--- src/hw/rtl/sjt_pkg.sv ---
// ----------------------------------------------------------------------------
// sjt_pkg: shared types and constants of the sorted junction table
// Entry layout, cell commands, action and status codes, and sizing constants.
// ----------------------------------------------------------------------------
package sjt_pkg;

    localparam int CAPACITY       = 256;
    localparam int POSITION_BITS  = 32;
    localparam int IDX_W          = $clog2(CAPACITY);
    localparam int CNT_W          = $clog2(CAPACITY + 1);
    localparam int RANK_W         = 8;
    localparam int SEL_W          = (IDX_W > RANK_W) ? IDX_W : RANK_W;
    localparam int GRP_SIZE       = 16;
    localparam int NUM_GRP        = (CAPACITY + GRP_SIZE - 1) / GRP_SIZE;
    localparam int COMPACT_CYCLES = 2 * CAPACITY;
    localparam int CCNT_W         = $clog2(COMPACT_CYCLES + 1);
    localparam int KEY_W          = 8 + 32 + 32 + 1;

    localparam logic [31:0] POS_MASK = (POSITION_BITS >= 32) ? 32'hFFFF_FFFF :
                                       32'((64'd1 << POSITION_BITS) - 64'd1);
    localparam logic [15:0] QUALITY_FLOOR   = 16'd30;
    localparam logic [15:0] VALUE_MAX       = 16'hFFFF;

    // action codes
    localparam logic [1:0] ACT_INSERT = 2'd0;
    localparam logic [1:0] ACT_READ   = 2'd1;
    localparam logic [1:0] ACT_FILTER = 2'd2;

    // status codes
    localparam logic [2:0] ST_INSERTED = 3'd0;
    localparam logic [2:0] ST_MERGED   = 3'd1;
    localparam logic [2:0] ST_FULL     = 3'd2;
    localparam logic [2:0] ST_READ_OK  = 3'd3;
    localparam logic [2:0] ST_EMPTY    = 3'd4;
    localparam logic [2:0] ST_FILTERED = 3'd5;

    // register indexes
    localparam logic [1:0] REG_PSEUDO   = 2'd0;
    localparam logic [1:0] REG_MIN_COV  = 2'd1;
    localparam logic [1:0] REG_MIN_QUAL = 2'd2;

    typedef struct packed {
        logic [7:0]  chrom;
        logic        minus;
        logic [31:0] start;
        logic [31:0] end_pos;
        logic        cons;
        logic [15:0] qual;
        logic [15:0] cov;
        logic [31:0] tag;
    } entry_t;

    typedef struct packed {
        logic             hit;
        logic [IDX_W-1:0] idx;
        entry_t           ent;
    } sel_t;

    typedef enum logic [2:0] {
        OP_HOLD,
        OP_COMPARE,
        OP_UPDATE,
        OP_SEL_RANK,
        OP_MARK,
        OP_COMPACT,
        OP_SEL_LAST
    } cell_op_t;

    typedef struct packed {
        cell_op_t          op;
        entry_t            cand;
        logic              any_eq;
        logic              full;
        logic [RANK_W-1:0] rank;
        logic [15:0]       min_cov;
        logic [15:0]       min_qual;
    } cell_cmd_t;

    typedef enum logic [3:0] {
        S_IDLE,
        S_COMPARE,
        S_EQ_REDUCE,
        S_UPDATE,
        S_SEL_RANK,
        S_MARK,
        S_COMPACT,
        S_SEL_LAST,
        S_GATHER,
        S_FINISH
    } state_t;

    function automatic logic [KEY_W-1:0] key_of(input entry_t e);
        return {e.chrom, e.start, e.end_pos, e.minus};
    endfunction

endpackage

--- src/hw/rtl/sjt_cell.sv ---
// ----------------------------------------------------------------------------
// sjt_cell: one slot of the sorted junction chain
// Holds one entry, compares it with the request key, shifts, merges, filters
// and compacts together with its two neighbors.
// ----------------------------------------------------------------------------
module sjt_cell (
    input  logic                     clk,
    input  logic                     rst_n,
    input  logic [sjt_pkg::IDX_W-1:0] cell_idx,
    input  sjt_pkg::cell_cmd_t       cmd,
    input  sjt_pkg::entry_t          prev_ent,
    input  logic                     prev_v,
    input  logic                     prev_place,
    input  sjt_pkg::entry_t          next_ent,
    input  logic                     next_v,
    output sjt_pkg::entry_t          ent,
    output logic                     v,
    output logic                     place,
    output logic                     eq,
    output sjt_pkg::sel_t            sel_out
);

    sjt_pkg::entry_t ent_reg, ent_next, merged;
    logic            v_reg, v_next;
    logic            lt_reg, lt_next;
    logic            eq_reg, eq_next;
    logic            sel_reg, sel_next;
    logic            first, keep;
    logic [16:0]     cov_sum;
    logic [16:0]     cov_twice;

    assign ent   = ent_reg;
    assign v     = v_reg;
    assign eq    = eq_reg;
    // first slot at or above the insertion point
    assign place = v_reg ? lt_reg : prev_v;
    assign first = place & ~prev_place;

    // drive the selected slot onto the gather tree
    always_comb
    begin
        sel_out     = '0;
        sel_out.hit = sel_reg;
        sel_out.idx = sel_reg ? cell_idx : '0;
        sel_out.ent = sel_reg ? ent_reg : '0;
    end

    // merge the request into this slot
    always_comb
    begin
        merged      = ent_reg;
        merged.cons = ent_reg.cons & cmd.cand.cons;
        if (cmd.cand.qual > ent_reg.qual)
        begin
            merged.qual = cmd.cand.qual;
            merged.tag  = cmd.cand.tag;
        end
        cov_sum = {1'b0, ent_reg.cov} + {1'b0, cmd.cand.cov};
        if (ent_reg.cov == 16'd0 || cmd.cand.cov == 16'd0)
            merged.cov = 16'd0;
        else if (cov_sum[16])
            merged.cov = sjt_pkg::VALUE_MAX;
        else
            merged.cov = cov_sum[15:0];
    end

    // filter thresholds
    always_comb
    begin
        cov_twice = {cmd.min_cov, 1'b0};
        keep = 1'b1;
        if (ent_reg.qual < cmd.min_qual)
            keep = 1'b0;
        if (ent_reg.cov < cmd.min_cov)
            keep = 1'b0;
        if (({1'b0, ent_reg.cov} < cov_twice || ent_reg.qual < sjt_pkg::QUALITY_FLOOR)
            && cmd.min_qual != 16'd0 && !ent_reg.cons)
            keep = 1'b0;
    end

    // next slot contents
    always_comb
    begin
        ent_next = ent_reg;
        v_next   = v_reg;
        lt_next  = lt_reg;
        eq_next  = eq_reg;
        sel_next = sel_reg;
        case (cmd.op)
            sjt_pkg::OP_COMPARE:
            begin
                lt_next  = sjt_pkg::key_of(cmd.cand) < sjt_pkg::key_of(ent_reg);
                eq_next  = v_reg && (sjt_pkg::key_of(cmd.cand) == sjt_pkg::key_of(ent_reg));
                sel_next = 1'b0;
            end
            sjt_pkg::OP_UPDATE:
            begin
                if (cmd.any_eq)
                begin
                    if (eq_reg)
                        ent_next = merged;
                    sel_next = eq_reg;
                end
                else
                begin
                    sel_next = first;
                    if (!cmd.full && place)
                    begin
                        ent_next = prev_place ? prev_ent : cmd.cand;
                        v_next   = 1'b1;
                    end
                end
            end
            sjt_pkg::OP_SEL_RANK:
            begin
                sel_next = v_reg &&
                           (sjt_pkg::SEL_W'(cell_idx) == sjt_pkg::SEL_W'(cmd.rank));
            end
            sjt_pkg::OP_MARK:
            begin
                v_next = v_reg & keep;
            end
            sjt_pkg::OP_COMPACT:
            begin
                // pull the upper neighbor into a hole, leave a hole behind
                if (!v_reg && next_v)
                begin
                    ent_next = next_ent;
                    v_next   = 1'b1;
                end
                else if (v_reg && !prev_v)
                begin
                    v_next = 1'b0;
                end
            end
            sjt_pkg::OP_SEL_LAST:
            begin
                sel_next = v_reg & ~next_v;
            end
            default:
            begin
                ent_next = ent_reg;
            end
        endcase
    end

    always_ff @(posedge clk)
    begin
        ent_reg <= ent_next;
    end

    always_ff @(posedge clk or negedge rst_n)
    begin
        if (!rst_n)
        begin
            v_reg   <= 1'b0;
            lt_reg  <= 1'b0;
            eq_reg  <= 1'b0;
            sel_reg <= 1'b0;
        end
        else
        begin
            v_reg   <= v_next;
            lt_reg  <= lt_next;
            eq_reg  <= eq_next;
            sel_reg <= sel_next;
        end
    end

endmodule

--- config.mk ---
export PLATFORM = sky130hd
export DESIGN_NAME = sjt_cell
export DESIGN_NICKNAME = d
export VERILOG_FILES = /design/src/hw/rtl/sjt_pkg.sv /design/src/hw/rtl/sjt_cell.sv
export SDC_FILE = /design/constraint.sdc
export NUM_CORES = 1
export LEC_CHECK = 0
export ABC_AREA = 1
export BUFFER_PORTS_ARGS = -buffer_cell sky130_fd_sc_hd__buf_2
export CORE_AREA = 4 4 295 297
export CTS_CLUSTER_SIZE = 25
export DETAILED_ROUTE_END_ITERATION = 16
export DIE_AREA = 0 0 299 301
export GPL_ROUTABILITY_DRIVEN = 0
export PLACE_DENSITY = 0.34
export SYNTH_ARGS = -nofsm -noshare
export SYNTH_HDL_FRONTEND = slang
export SYNTH_SLANG_ARGS = --single-unit
--- constraint.sdc ---
create_clock -name clk -period 4.2 [get_ports clk]
set_clock_uncertainty 0.2 [all_clocks]
set_input_delay 0.84 -clock clk [delete_from_list [all_inputs] [get_ports clk]]
set_output_delay 0.84 -clock clk [all_outputs]
set_load 0.005 [all_outputs]
==> flow_summary.toml <==
[place]
postPlaceCellArea_mm2 = 0.0183
portBuffers = 759
pre_cts_ws_ps = 832
dp_hpwl_um = 59100
placedCellCount = 3661

[sta]
hold_viol_final = 0
fmax_mhz = 330
final_max_slew_viol_count = 0
setup_tns_ps = 0
tightest_slew_ps = 1030
rsz0062_at_grt = "no"
period_needed_ps = 3030
slew_headroom_pct = 31.1
setup_viol = 0
period_share_pct = 72.1
worst_slack_ps = 1170

[clock_tree]
postCtsSetupBuffers = 0
clock_tree.root_cell = "clkbuf_16"
cts_inserted_buffers = 17
clk_pin_slew_ps = 70
cts-hold-fix-buffers = 1
ctsResizeCount = 0
worstSkewPairLatency_ps = 480
cts_max_level = 4
tritoncts = "built"
cts_max_path_buffers = 2
cts.sinks = 142

[worst_setup_path]
reg2reg_to = "lt_reg$_DFFE_PN0N_"
reg2reg_from = "ent[137]$_DFFE_PP_"
cp-end-kind = "output pin"
cp_slowest_cell = "dfrtp_4"
reg2regPathDepth = 9
path_class = "reg -> out"
timing.reg2reg.setup_slack_ps = 1260
worstSetupStartpoint = "sel_reg$_DFFE_PN0P_"
crit_fanout = 54
crit_arrival_ps = 1990
slowest_delay_ps = 590
worstPathRequired_ps = 3160
cp_cell_sequence = "buf_4 > nand2_1 > inv_1 > buf_2"
critPathLaunchType = "flop"

[route]
first_pass_iters = 5
viasPerCell = 4.03
vias = 15000
wl_per_cell_um = 19.0
postRouteAntennaNets = 0
dr.first_iter.drc_count = 856
wl_um = 70500
drc = 0

[yosys]
synth.ff_latch_count = 142
yosysMostFrequentCell = "nand2_1"
yosys_warnings = 0
yosysTopAreaCellShare_pct = 31.6
yosysSeqAreaShare_pct = 32.4
yosys.area.top_type = "edfxtp_1"
syn_area_mm2 = 0.0131
synthTopCellsByCount = "nand2_1 (514), inv_1 (330), ha_1 (149)"
avgSynthCellArea_um2 = 7.25
synth-edff-count = 138
synth_cell_types = 39
synth.area.top_cells = "edfxtp_1 (32%), nand2_1 (15%), ha_1 (14%), inv_1 (9.4%), mux2i_1 (5.4%)"
async_flop_share_pct = 2.82
synth-main-ff-cell = "edfxtp_1"
syn-num-nets = 2431
synthCells = 1809

[floorplanning]
chipHeight_um = 301
initial_core_util_pct = 15.5
die_w_um = 299
coreArea_mm2 = 0.0846
num_rows = 107
io-pin-count = 760
die_area_mm2 = 0.0900

[global_route]
grt.total_usage_pct = 15.1
grt_max_degree = 114
grt_antenna_before_repair = 17
grt_pass1_wl_um = 101000
grt_pass1_vias = 15400
grt_overflow = 0

[pwr]
ir_worst_vdd_mv = 0.303
leakagePower_nw = 10.7
p_per_area_mw_per_mm2 = 246

[final_layout]
syn_to_final_growth_pct = 44.3
drive_gt1_share_pct = 32.5
fillers = 9752
utilization_pct = 22.4
final_cells = 3706
finalNetCount = 3159
post-route-cell-area_mm2 = 0.0189
largest_reg_flops = 138

[min_path]
hold_path_class = "reg -> reg"
min_from = "lt_reg$_DFFE_PN0N_"
hold_depth = 3
worstHoldEndpoint = "lt_reg$_DFFE_PN0N_"

[status]
status = "finished, final reports clean"

[flow_run]
drv_cap = 0
## worst max-delay path, delay by kind of cell (launching register included)
kind                   cells  cell delay (ps)
and+or+nand+nor            1              100
DFF                        1              590
buffers and inverters      3              760
## report_power, final
group / internal (mW) / switching [mW] / total (mW)
logic: 0.562 / 0.771 / 1.33
clock network: 0.789 / 0.807 / 1.60
registers: 1.65 / 0.0860 / 1.74
total: 3.00 / 1.66 / 4.67
## worst max path at each step
stage	end	slack, ps	cells past startpoint
2_1_floorplan	ent[0]$_DFFE_PP_	540	9
3_3_place_gp	lt_reg$_DFFE_PN0N_	780	11
3_5_place_dp	lt_reg$_DFFE_PN0N_	830	11
4_1_cts	sel_out[9]	1070	4
5_1_grt	sel_out[9]	970	4
6_report	sel_out[7]	1170	4
## through the flow
step	hold slack, ps	power [mW]
after global routing	407	5.01
after detailed placement	426	3.12
final	427	4.67
after floorplan	264	2.41
after global placement	443	3.12
after CTS	374	4.78
## cell usage in the layout, fill, tap and decap left out, types with 2 or more instances in the layout
cell | Yosys | routed
clkinv_8 | 0 | 3
ha_1 | 149 | 149
buf_12 | 0 | 8
nor2_1 | 129 | 127
nand2_2 | 5 | 6
inv_1 | 330 | 329
nor2_4 | 0 | 2
inv_2 | 3 | 2
nor4_1 | 17 | 17
o21ai_1 | 18 | 18
mux2i_1 | 71 | 71
or2_1 | 2 | 2
and2_1 | 2 | 2
dfrtp_1 | 4 | 3
diode_2 | 0 | 12
buf_2 | 33 | 758
inv_8 | 0 | 3
clkbuf_16 | 0 | 17
a221oi_1 | 16 | 16
inv_6 | 0 | 5
nand3_1 | 38 | 38
a21oi_1 | 94 | 93
nand2_1 | 514 | 513
nor3_1 | 18 | 18
a21oi_4 | 1 | 2
o21ai_0 | 98 | 98
nand4_1 | 15 | 15
a31oi_1 | 49 | 49
or2_2 | 2 | 2
edfxtp_1 | 138 | 138
clkinv_2 | 0 | 2
o21a_1 | 3 | 3
buf_4 | 1 | 11
xor2_1 | 10 | 10
a21o_1 | 3 | 3
o211ai_1 | 2 | 2
## logic make-up after synthesis
group | Yosys count | share of synthesized area, %
adders and majority gates | 150 | 14.4
AOI/OAI and AO/OA | 287 | 12.2
DFF | 142 | 32.4
buffers and inverters | 402 | 11.9
xor gates and xnor gates | 10 | 0.668
and+or+nand+nor | 747 | 23.1
muxes | 71 | 5.42
## layout make-up
cell class / instances / area [um2] / share of cell area [%]
Multi-Input combinational cell: 1265 / 7350 / 38.8
Sequential cell: 142 / 4250 / 22.4
Timing Repair Buffer: 778 / 4050 / 21.4
Tap cell: 1144 / 1430 / 7.56
Inverter: 333 / 1250 / 6.62
Clock buffer: 17 / 425 / 2.25
Clock inverter: 15 / 151 / 0.800
Antenna cell: 12 / 30.0 / 0.159
## per-layer routing
layer / vias up / track usage, % / share of wire [%]
met3: 65 / 3.11 / 5.6
met2: 533 / 26.1 / 50
met1: 6958 / 19.0 / 43
met5: - / 0 / 0
met4: 0 / 4.14 / 1.8
li1: 7396 / - / -
No activity file was read; power rests on OpenSTA's default activity.
